## config.mk

```make
export PLATFORM = sky130hd
export DESIGN_NAME = image_header_size_parser_unit
export DESIGN_NICKNAME = d
export VERILOG_FILES = /design/src/rtl/ihsp_pkg.sv /design/src/rtl/ihsp_core.sv /design/src/rtl/image_header_size_parser_unit.sv
export SDC_FILE = /design/constraint.sdc
export NUM_CORES = 1
export LEC_CHECK = 0
export BUFFER_PORTS_ARGS = -buffer_cell sky130_fd_sc_hd__buf_2
export CAP_MARGIN = 30
export CORE_MARGIN = 1.5
export CORE_UTILIZATION = 55
export DETAILED_ROUTE_END_ITERATION = 7
export PLACE_DENSITY = 0.73
export SLEW_MARGIN = 5
export SYNTH_ARGS = -nofsm -noshare
export SYNTH_HDL_FRONTEND = slang
export SYNTH_SLANG_ARGS = --single-unit
```

## constraint.sdc

```tcl
create_clock -name clk -period 8.5 [get_ports clk]
set_input_delay 1.7 -clock clk [delete_from_list [all_inputs] [get_ports clk]]
set_output_delay 1.7 -clock clk [all_outputs]
set_load 0.005 [all_outputs]
```

## src/rtl/ihsp_pkg.sv

```systemverilog
// Shared types for the image header size parser.
package ihsp_pkg;

	typedef enum logic [2:0] {
		ST_SIZE_FOUND    = 3'd0,
		ST_BAD_SIGNATURE = 3'd1,
		ST_BAD_JFIF_TAG  = 3'd2,
		ST_NOT_AT_MARKER = 3'd3,
		ST_OUT_OF_DATA   = 3'd4
	} status_t;

	typedef struct packed {
		logic        found;
		status_t     status;
		logic [31:0] width;
		logic [31:0] height;
	} result_t;

endpackage

```

## src/rtl/ihsp_core.sv

```systemverilog
// Parse state and per-byte decision logic for the image header size parser.
module ihsp_core #(
	parameter int POSITION_BITS = 32
) (
	input  logic             clk,
	input  logic             arst_n,
	input  logic             restart,
	input  logic             step,
	input  logic             png_mode,
	input  logic [7:0]       data_byte,
	input  logic             last_byte,
	output ihsp_pkg::result_t result
);
	import ihsp_pkg::*;

	typedef enum logic [2:0] {
		PH_SIG, PH_HDR, PH_SEEK, PH_MARK, PH_SEGLEN, PH_SOF
	} phase_t;

	localparam logic [7:0] JPEG_SIG [4] = '{8'hFF, 8'hD8, 8'hFF, 8'hE0};
	localparam logic [7:0] PNG_SIG  [4] = '{8'h89, 8'h50, 8'h4E, 8'h47};
	localparam logic [7:0] JFIF_TAG [5] = '{8'h4A, 8'h46, 8'h49, 8'h46, 8'h00};
	localparam logic [7:0] MARKER_PREFIX = 8'hFF;
	localparam logic [7:0] SOF0_CODE = 8'hC0;

	logic [POSITION_BITS-1:0] pos_q, nmp_q, nmp_d, marker_offset;
	phase_t                   phase_q, phase_d;
	logic [15:0]              len_q, len_d, len_shifted;
	logic [31:0]              wid_q, wid_d, hgt_q, hgt_d;
	logic                     decided_q;
	logic                     hit;
	status_t                  code;

	assign marker_offset = pos_q - nmp_q;
	assign len_shifted = {len_q[7:0], data_byte};

	always_comb begin
		hit = 1'b0;
		code = ST_SIZE_FOUND;
		nmp_d = nmp_q;
		phase_d = phase_q;
		len_d = len_q;
		wid_d = wid_q;
		hgt_d = hgt_q;
		if (!decided_q) begin
			if (png_mode) begin
				if (pos_q < POSITION_BITS'(4)) begin
					if (data_byte != PNG_SIG[pos_q[1:0]]) begin
						hit = 1'b1;
						code = ST_BAD_SIGNATURE;
					end
				end else if (pos_q >= POSITION_BITS'(16) && pos_q <= POSITION_BITS'(19)) begin
					wid_d = {wid_q[23:0], data_byte};
				end else if (pos_q >= POSITION_BITS'(20) && pos_q <= POSITION_BITS'(23)) begin
					hgt_d = {hgt_q[23:0], data_byte};
					if (pos_q == POSITION_BITS'(23)) begin
						hit = 1'b1;
						code = ST_SIZE_FOUND;
					end
				end
			end else begin
				unique case (phase_q)
					PH_SIG: begin
						if (pos_q >= POSITION_BITS'(4) || data_byte != JPEG_SIG[pos_q[1:0]]) begin
							hit = 1'b1;
							code = ST_BAD_SIGNATURE;
						end else if (pos_q == POSITION_BITS'(3)) begin
							phase_d = PH_HDR;
						end
					end
					PH_HDR: begin
						if (pos_q == POSITION_BITS'(4) || pos_q == POSITION_BITS'(5)) begin
							len_d = len_shifted;
						end else if (pos_q < POSITION_BITS'(6) || pos_q > POSITION_BITS'(10)
							|| data_byte != JFIF_TAG[3'(pos_q[3:0] - 4'd6)]) begin
							hit = 1'b1;
							code = ST_BAD_JFIF_TAG;
						end else if (pos_q == POSITION_BITS'(10)) begin
							// A first segment shorter than 7 would land on bytes already read.
							if (len_q < 16'd7) begin
								hit = 1'b1;
								code = ST_NOT_AT_MARKER;
							end else begin
								nmp_d = POSITION_BITS'(4) + POSITION_BITS'(len_q);
								phase_d = PH_SEEK;
							end
						end
					end
					PH_SEEK: begin
						if (pos_q == nmp_q) begin
							if (data_byte != MARKER_PREFIX) begin
								hit = 1'b1;
								code = ST_NOT_AT_MARKER;
							end else begin
								phase_d = PH_MARK;
							end
						end
					end
					PH_MARK: begin
						if (data_byte == SOF0_CODE) begin
							phase_d = PH_SOF;
						end else begin
							len_d = '0;
							phase_d = PH_SEGLEN;
						end
					end
					PH_SEGLEN: begin
						len_d = len_shifted;
						if (marker_offset == POSITION_BITS'(3)) begin
							if (len_shifted < 16'd2) begin
								hit = 1'b1;
								code = ST_NOT_AT_MARKER;
							end else begin
								nmp_d = nmp_q + POSITION_BITS'(2) + POSITION_BITS'(len_shifted);
								phase_d = PH_SEEK;
							end
						end
					end
					PH_SOF: begin
						if (marker_offset == POSITION_BITS'(5)
							|| marker_offset == POSITION_BITS'(6)) begin
							hgt_d = {16'd0, hgt_q[7:0], data_byte};
						end else if (marker_offset == POSITION_BITS'(7)
							|| marker_offset == POSITION_BITS'(8)) begin
							wid_d = {16'd0, wid_q[7:0], data_byte};
							if (marker_offset == POSITION_BITS'(8)) begin
								hit = 1'b1;
								code = ST_SIZE_FOUND;
							end
						end
					end
					default: begin
						hit = 1'b1;
						code = ST_NOT_AT_MARKER;
					end
				endcase
			end
			if (!hit && last_byte) begin
				hit = 1'b1;
				code = ST_OUT_OF_DATA;
			end
		end
	end

	always_comb begin
		result.found = step && hit;
		result.status = code;
		result.width = (code == ST_SIZE_FOUND) ? wid_d : 32'd0;
		result.height = (code == ST_SIZE_FOUND) ? hgt_d : 32'd0;
	end

	always_ff @(posedge clk or negedge arst_n) begin
		if (!arst_n) begin
			pos_q <= '0;
			nmp_q <= '0;
			phase_q <= PH_SIG;
			len_q <= '0;
			wid_q <= '0;
			hgt_q <= '0;
			decided_q <= 1'b0;
		end else if (restart || (step && last_byte)) begin
			pos_q <= '0;
			nmp_q <= '0;
			phase_q <= PH_SIG;
			len_q <= '0;
			wid_q <= '0;
			hgt_q <= '0;
			decided_q <= 1'b0;
		end else if (step) begin
			pos_q <= pos_q + POSITION_BITS'(1);
			nmp_q <= nmp_d;
			phase_q <= phase_d;
			len_q <= len_d;
			wid_q <= wid_d;
			hgt_q <= hgt_d;
			decided_q <= decided_q | hit;
		end
	end

endmodule

```

## src/rtl/image_header_size_parser_unit.sv

```systemverilog
// Top level of the image header size parser: handshake stages and format register.
//
// The block takes an image file as a stream of byte requests on the input
// channel (in_valid/in_ready, data_byte, last_byte) and gives at most one
// status request per file on the output channel (out_valid/out_ready, status,
// width, height). The format register (cfg_we/cfg_wdata) picks JPEG/JFIF (0)
// or PNG (1); a write takes effect at once and restarts the parser. The user must
// make it only while the block is idle; the block itself does not enforce this.
// An accepted byte lands in the input register, is decided there by the
// combinational parse logic when the register advances, and any status goes
// to the output register.
// Throughput is one byte per cycle unless the receiver stalls: the input register
// moves on whenever the output register is empty or being emptied in the
// same cycle, so a new byte is taken while a finished status still waits
// to be collected. If the receiver stalls with a status pending, one more byte
// is held in the input register and in_ready then drops until the status is taken.
// Bytes after a decision produce nothing; the last byte of a file always
// restarts the parser. Reset empties both registers, sets the format to JPEG
// and puts the parser at the start of a file.
module image_header_size_parser_unit #(
	parameter int POSITION_BITS = 32
) (
	input  logic                  clk,
	input  logic                  arst_n,
	input  logic                  cfg_we,
	input  logic                  cfg_wdata,
	input  logic                  in_valid,
	output logic                  in_ready,
	input  logic [7:0]            data_byte,
	input  logic                  last_byte,
	output logic                  out_valid,
	input  logic                  out_ready,
	output ihsp_pkg::status_t     status,
	output logic [31:0]           width,
	output logic [31:0]           height
);
	import ihsp_pkg::*;

	logic        format_q;
	logic        valid_s1;
	logic [7:0]  byte_s1;
	logic        last_s1;
	logic        advance;
	result_t     result;
	logic        out_valid_q;
	status_t     status_q;
	logic [31:0] width_q, height_q;

	// The input register drains when the output register can take a status.
	assign advance = valid_s1 && (!out_valid_q || out_ready);
	assign in_ready = !valid_s1 || advance;

	always_ff @(posedge clk or negedge arst_n) begin
		if (!arst_n) begin
			format_q <= 1'b0;
		end else if (cfg_we) begin
			format_q <= cfg_wdata;
		end
	end

	always_ff @(posedge clk or negedge arst_n) begin
		if (!arst_n) begin
			valid_s1 <= 1'b0;
		end else if (in_valid && in_ready) begin
			valid_s1 <= 1'b1;
		end else if (advance) begin
			valid_s1 <= 1'b0;
		end
	end

	// Payload of the input stage carries no reset.
	always_ff @(posedge clk) begin
		if (in_valid && in_ready) begin
			byte_s1 <= data_byte;
			last_s1 <= last_byte;
		end
	end

	ihsp_core #(
		.POSITION_BITS(POSITION_BITS)
	) u_core (
		.clk      (clk),
		.arst_n   (arst_n),
		.restart  (cfg_we),
		.step     (advance),
		.png_mode (format_q),
		.data_byte(byte_s1),
		.last_byte(last_s1),
		.result   (result)
	);

	always_ff @(posedge clk or negedge arst_n) begin
		if (!arst_n) begin
			out_valid_q <= 1'b0;
		end else if (result.found) begin
			out_valid_q <= 1'b1;
		end else if (out_ready) begin
			out_valid_q <= 1'b0;
		end
	end

	always_ff @(posedge clk) begin
		if (result.found) begin
			status_q <= result.status;
			width_q <= result.width;
			height_q <= result.height;
		end
	end

	assign out_valid = out_valid_q;
	assign status = status_q;
	assign width = width_q;
	assign height = height_q;

	// A status other than size found never carries a size.
	a_size_zero_on_error: assert property (@(posedge clk) disable iff (!arst_n)
		out_valid_q && status_q != ST_SIZE_FOUND |-> width_q == 32'd0 && height_q == 32'd0)
		else $error("size reported with an error status");

	// Input backpressure only arises from a held byte.
	a_ready_low_only_when_held: assert property (@(posedge clk) disable iff (!arst_n)
		!in_ready |-> valid_s1 && out_valid_q && !out_ready)
		else $error("input stalled without a held byte");

	// A held byte that cannot advance stays in place.
	a_held_byte_kept: assert property (@(posedge clk) disable iff (!arst_n)
		valid_s1 && !advance |=> valid_s1 && $stable(byte_s1) && $stable(last_s1))
		else $error("held byte lost while stalled");

	// A new status is only written when the output register is free.
	a_no_status_overwrite: assert property (@(posedge clk) disable iff (!arst_n)
		result.found |-> !out_valid_q || out_ready)
		else $error("pending status overwritten");

endmodule

```

# After elaboration in Yosys (flattened, before gate mapping)
# Memory sizes are Yosys's and may differ from the RTL's.
# Cells that the tools add are included.
# word_totals
ramBits,0
register_bits,227
word_cells,208
rom_bits,64
latch_bits,0
output_inout_bits,69
memories,1
in_bits,15
# memory_table
name,words,word_bits,read_ports,rd_clocked_by_memory_dff,wr,line,rtl
(no name shown),8,8,1,0,0,ihsp_core.sv:75,|| data_byte != JFIF_TAG[3'(pos_q[3:0] - 4'd6)]) begin
# op_classes
order_cmp,12
n_reduce_logical,31
muxes,105
n_addsub,6
n_eq_ne,35
div_mod_pow,0
n_shift,0
n_mul,0
bitwise_logic,3
# ops
op,n
2-to-1 mux 32 bit,30
== test 32 x 3 -> 1 bit (second input constant),5
2-to-1 mux 16 bit,6
2-to-1 mux 3 bit,22
== test 32 x 2 -> 1 bit (second input constant),2
== test 32 x 4 -> 1 bit (second input constant),2
>= comparator 32 x 5 -> 1 bit (second input constant),2
<= comparator 32 x 5 -> 1 bit (second input constant),2
less-than comparator 32 x 3 -> 1 bit (second input constant),2
case mux 32 bit (2 select lines),1
2-to-1 mux 8 bit,6
case mux 16 bit (3 select lines),1
adder 32 x 1 -> 32 bit (second input constant),1
adder 32 x 16 -> 32 bit,1
adder 32 x 2 -> 32 bit (second input constant),1
binary-select mux 8 bit (select 2 bit),2
== test 32 bit,1
== test 32 x 5 -> 1 bit (second input constant),1
>= comparator 32 x 3 -> 1 bit (second input constant),1
> comparator 32 x 4 -> 1 bit (second input constant),1
subtractor 32 bit,1
2-to-1 mux 1 bit,31
case mux 3 bit (5 select lines),2
inequality test 8 bit,3
other kinds (32),65

# Longest topological paths before layout
# depth
word_depth,19
ltp_mapped,18

# Hierarchy
# A second synthesis with hierarchy kept.
# hier_totals
cells_unflattened,1660
hier_area_um2,14974.4
# by_module_without_submodules
module,area_each_um2,cells_per_inst,n_inst
ihsp_core,12552.0,1574,1
image_header_size_parser_unit,2422.3,86,1

# Worst setup path after synthesis
# No wires, ideal clock.
# synth_timing
path_type,reg-to-reg
startpoint,reg u_core.pos_q[0]
endpoint,"reg height_q[0], in the netlist height[0] (enable)"
path_buffers,1
path_stages_with_launch,16
t_arrival_ns,6.398
slack_ns,1.601
path_cell_list,dfrtp_1 clkbuf_1 inv_1 ha_1 fa_1 and2b_1 o2111a_2 o31a_1 o21ai_1 mux2_1 a2111oi_0 and4_1 nand4_2 a2bb2oi_1 a21oi_1 nor2b_1
# synth_lines
item,line,rtl
"start, declared",ihsp_core.sv:26,"logic [POSITION_BITS-1:0] pos_q, nmp_q, nmp_d, marker_offset;"
"start signal, assigned",ihsp_core.sv:170,pos_q <= pos_q + POSITION_BITS'(1);
"end signal, assigned",image_header_size_parser_unit.sv:106,height_q <= result.height;
"end, declared",image_header_size_parser_unit.sv:47,"logic [31:0] width_q, height_q;"

==> metrics.cfg <==
[synth]
synth_edf_count = 76
muxShareOfSynthArea_pct = 4.094
syn_nets = 1693
async_flop_share_pct = 66.52
yosys_register_bits = 227
syn_area_per_cell_um2 = 9.267
synth_xor_xnor_area_share_pct = 4.068
yosysTopAreaCellShare_pct = 25.44
synth_compound_area_share_pct = 21.20
synthAdderAreaFrac_pct = 6.418
synth_top_family_by_area = compound AO/OA/AOI/OAI gates
synth_top_cell_by_area = dfrtp_1
yosys_warnings = 0
syn_area_um2 = 14850
synth_simple_gate_area_share_pct = 18.70
syn_inst = 1603
netlist_top_cells_area = dfrtp_1 (25%), edfxtp_1 (15%), ha_1 (6.1%)
ys_types = 88
synth-main-ff-cell = dfrtp_1
ys_seq_area_share_pct = 40.80

[final_layout]
instances_no_fill = 1993
diodes = 0
num-fill-cells = 2194
drive_gt1_share_pct = 11.70
nets = 1728
area_growth_pct = 10.27

[timing]
drv_slew = 0
timing.final.crit_share_pct = 66.85
worstMarginPinSlew_ns = 1.013
relSlewSlack_pct = 32.49
setup_viol = 0
fin_skew_ns = 0.02650
holdWs_ns = 0.5199
fin_crit_ns = 5.682
setup_tns_ns = 0
hold_viol_final = 0
rsz0062_at_grt = false
max_freq_mhz = 176.0
layout_setup_ws_ns = 2.818

[clock_tree]
htree_levels = 1
cts_post_setup_buffers_inserted = 0
postCtsHoldBufs = 0
cts_root_buf = clkbuf_16
cts_tree = yes
numCtsBuffers = 26
clk_latency_ns = 0.54
ctsLongestPathBuffers = 3
cts.repair.resized = 0
clk_pin_slew_worst_paths_ns = 0.06
cts_sinks = 227

[global_route]
gr-total-overflow = 0
track_usage_pct = 28.06
antenna_found_initial = 0
grt_max_degree = 80
grt_pass1_vias = 11939
grt_pass1_wl_um = 64290

[floorplan]
start_util_pct = 56.52
dieArea_um2 = 28000
fp.coreArea_um2 = 26280
dieWidth_um = 167.3
pin_count = 84
die_h_um = 167.3
num_rows = 59

[job]
drv_cap = 0

[placed_design]
io_buffers = 83
dp_cells = 1943
gpl.final_weighted_congestion = 0.9437
pre_cts_ws_ns = 2.952
hpwl_um = 27250

[routing]
wl_um = 39490
wl_met3_um = 2246
num_vias = 12825
vias_per_cell = 6.435
route.met2.wl_um = 18550
drt-met1-wl_um = 17570
drt-initial-drc-count = 1421
firstDrtPassIters = 6
ant_nets = 0
drc_errors = 0
highest_layer = met4
drt-wirelength-per-cell_um = 19.81

[worst_setup_path]
critPathRequiredTime_ns = 8.66
r2r-start = u_core.pos_q[0]
crit_path_top_delay_cell = buf_4
worstSetupPathDepth = 15
start_kind = flip-flop
arrival_ns = 5.84
reg2regPathDepth = 15
critPathKind = reg2reg
slowest_delay_ns = 0.62
path_delay_family = compound AO/OA/AOI/OAI gates
r2r-end = width[27]
rrSetupSlack_ns = 2.82
cp_max_fo = 52
path_buf_inv = 2
crit_path_cell_trace = inv_1, ha_1, fa_1, and2b_1, o2111a_2, o31a_1, o21ai_1, mux2_1, a2111oi_0, and4_1, nand4_2, a2bb2oi_1, a21oi_1, nor2b_4, buf_4
worst_setup_path_end_kind = flip-flop

[hold_path]
whs_endpoint = u_core.nmp_q[23]
min_from = u_core.nmp_q[23]
whs_path_depth = 2
min_path_type = reg2reg

[power_and_ir_drop]
power-per-cell-area_nw_per_um2 = 245.1
vdd_drop_max_mv = 0.1593
p_leak_nw = 7.235

[outcome]
status = finished clean

==> synthesized netlist by cell type, drive strengths merged (4+ instances only) <==
| cell | instances |
|---|---|
| nor3 | 40 |
| a211oi | 7 |
| nand2b | 11 |
| o221ai | 6 |
| and2 | 10 |
| mux2 | 6 |
| a21oi | 93 |
| a31oi | 10 |
| o2bb2ai | 18 |
| a211o | 10 |
| a32oi | 17 |
| nand3 | 64 |
| xor2 | 43 |
| a21o | 24 |
| xnor2 | 26 |
| inv | 60 |
| ha | 73 |
| o21a | 5 |
| nor4 | 17 |
| and3 | 26 |
| a2111oi | 5 |
| a221oi | 6 |
| a22oi | 22 |
| and4 | 10 |
| o21ai | 93 |
| nor4b | 4 |
| edfxtp | 76 |
| clkbuf | 59 |
| o31a | 5 |
| o31ai | 5 |
| mux2i | 54 |
| a22o | 62 |
| dfrtp | 151 |
| or2 | 8 |
| nor2 | 117 |
| buf | 38 |
| or3 | 14 |
| o21bai | 4 |
| nor2b | 14 |
| nand4 | 25 |
| o211a | 4 |
| o211ai | 20 |
| nand2 | 195 |
==> power by group <==
group	switching, mW	total (mW)	internal (mW)
Sequential	0.126	1.40	1.27
Clock	0.464	1.18	0.718
Combinational	0.888	1.43	0.546
==> sequential cells by signal, indices dropped and copies added, names as in the netlist <==
signal,cells
format_q,1
u_core.decided_q,1
out_valid,1
u_core.pos_q,32
byte_s1,8
u_core.len_q,16
width,32
height,32
u_core.wid_q,32
valid_s1,1
u_core.phase_q,3
u_core.nmp_q,32
last_s1,1
status,3
u_core.hgt_q,32
==> cells in the final DEF, fill, tap and decap left out, types with 10 or more instances in the layout <==
master | synthesis | final
nand2_1 | 194 | 194
dfrtp_1 | 151 | 151
nor2_1 | 106 | 105
a21oi_1 | 93 | 92
o21ai_0 | 89 | 89
buf_2 | 22 | 82
edfxtp_1 | 76 | 76
ha_1 | 73 | 73
nand3_1 | 64 | 64
a22o_1 | 62 | 62
inv_1 | 60 | 60
mux2i_1 | 54 | 54
xor2_1 | 43 | 43
nor3_1 | 40 | 39
and3_1 | 26 | 26
xnor2_1 | 26 | 26
clkbuf_16 | 0 | 26
a21o_1 | 24 | 24
nand4_1 | 24 | 24
a22oi_1 | 22 | 22
o211ai_1 | 20 | 20
o2bb2ai_1 | 18 | 18
a32oi_1 | 17 | 17
nor4_1 | 16 | 16
buf_4 | 7 | 16
or3_1 | 14 | 14
nor2b_1 | 14 | 13
nor2_2 | 11 | 12
nand2b_1 | 11 | 11
a211o_1 | 10 | 10
==> cell families (layout without fill, tap and decap cells) <==
| logic type | count (synthesis) | after routing |
|---|---|---|
| AO/OA/AOI/OAI | 446 | 446 |
| XOR/XNOR | 69 | 69 |
| adder cells (fa/ha/maj) | 75 | 75 |
| buffers and inverters | 157 | 212 |
| flip-flops | 227 | 227 |
| multiplexers | 60 | 60 |
| AND/OR/NAND/NOR | 569 | 569 |
==> worst max path at each step <==
stage,from,to,slack [ns]
floorplan,u_core.pos_q[0],height[0],1.60
global placement,u_core.pos_q[0],width[29],3.04
detailed placement,u_core.pos_q[0],width[31],2.95
CTS,u_core.pos_q[0],width[12],2.87
global route,u_core.pos_q[0],width[20],2.50
finish,u_core.pos_q[0],width[27],2.82
==> metrics by stage <==
stage / power (mW) / util [%] / cell area (µm²)
finish: 4.015 / 62.33 / 16380
global route: 4.220 / 62.33 / 16380
CTS: 4.004 / 62.21 / 16350
detailed placement: 2.822 / 58.76 / 15440
global placement: 2.799 / 58.54 / 15380
floorplan: 2.420 / - / 14850
==> area by class of cell <==
type | instances | area [µm²] | share of cell area [%]
multi-input cells | 1219 | 8144 | 49.72
flip-flops and latches | 227 | 6061 | 37.00
clock buffers | 32 | 713.2 | 4.354
repair buffers | 104 | 621.8 | 3.796
well taps | 335 | 419.2 | 2.559
inverters | 60 | 225.2 | 1.375
clock inverters | 16 | 195.2 | 1.192
==> routing by layer <==
| metal | track usage, % | vias up |
|---|---|---|
| li1 | - | 6028 |
| met1 | 39.72 | 6239 |
| met2 | 45.49 | 467 |
| met3 | 2.836 | 91 |
| met4 | 8.931 | 0 |
| met5 | 0 | - |
==> tightest hold or removal path: cells and delay by family (launching register included) <==
kind / cells / cell delay, ns
compound gates: 1 / 0.08
flops: 1 / 0.35
simple gates: 1 / 0.06
Power figures use the tool's default switching activity.
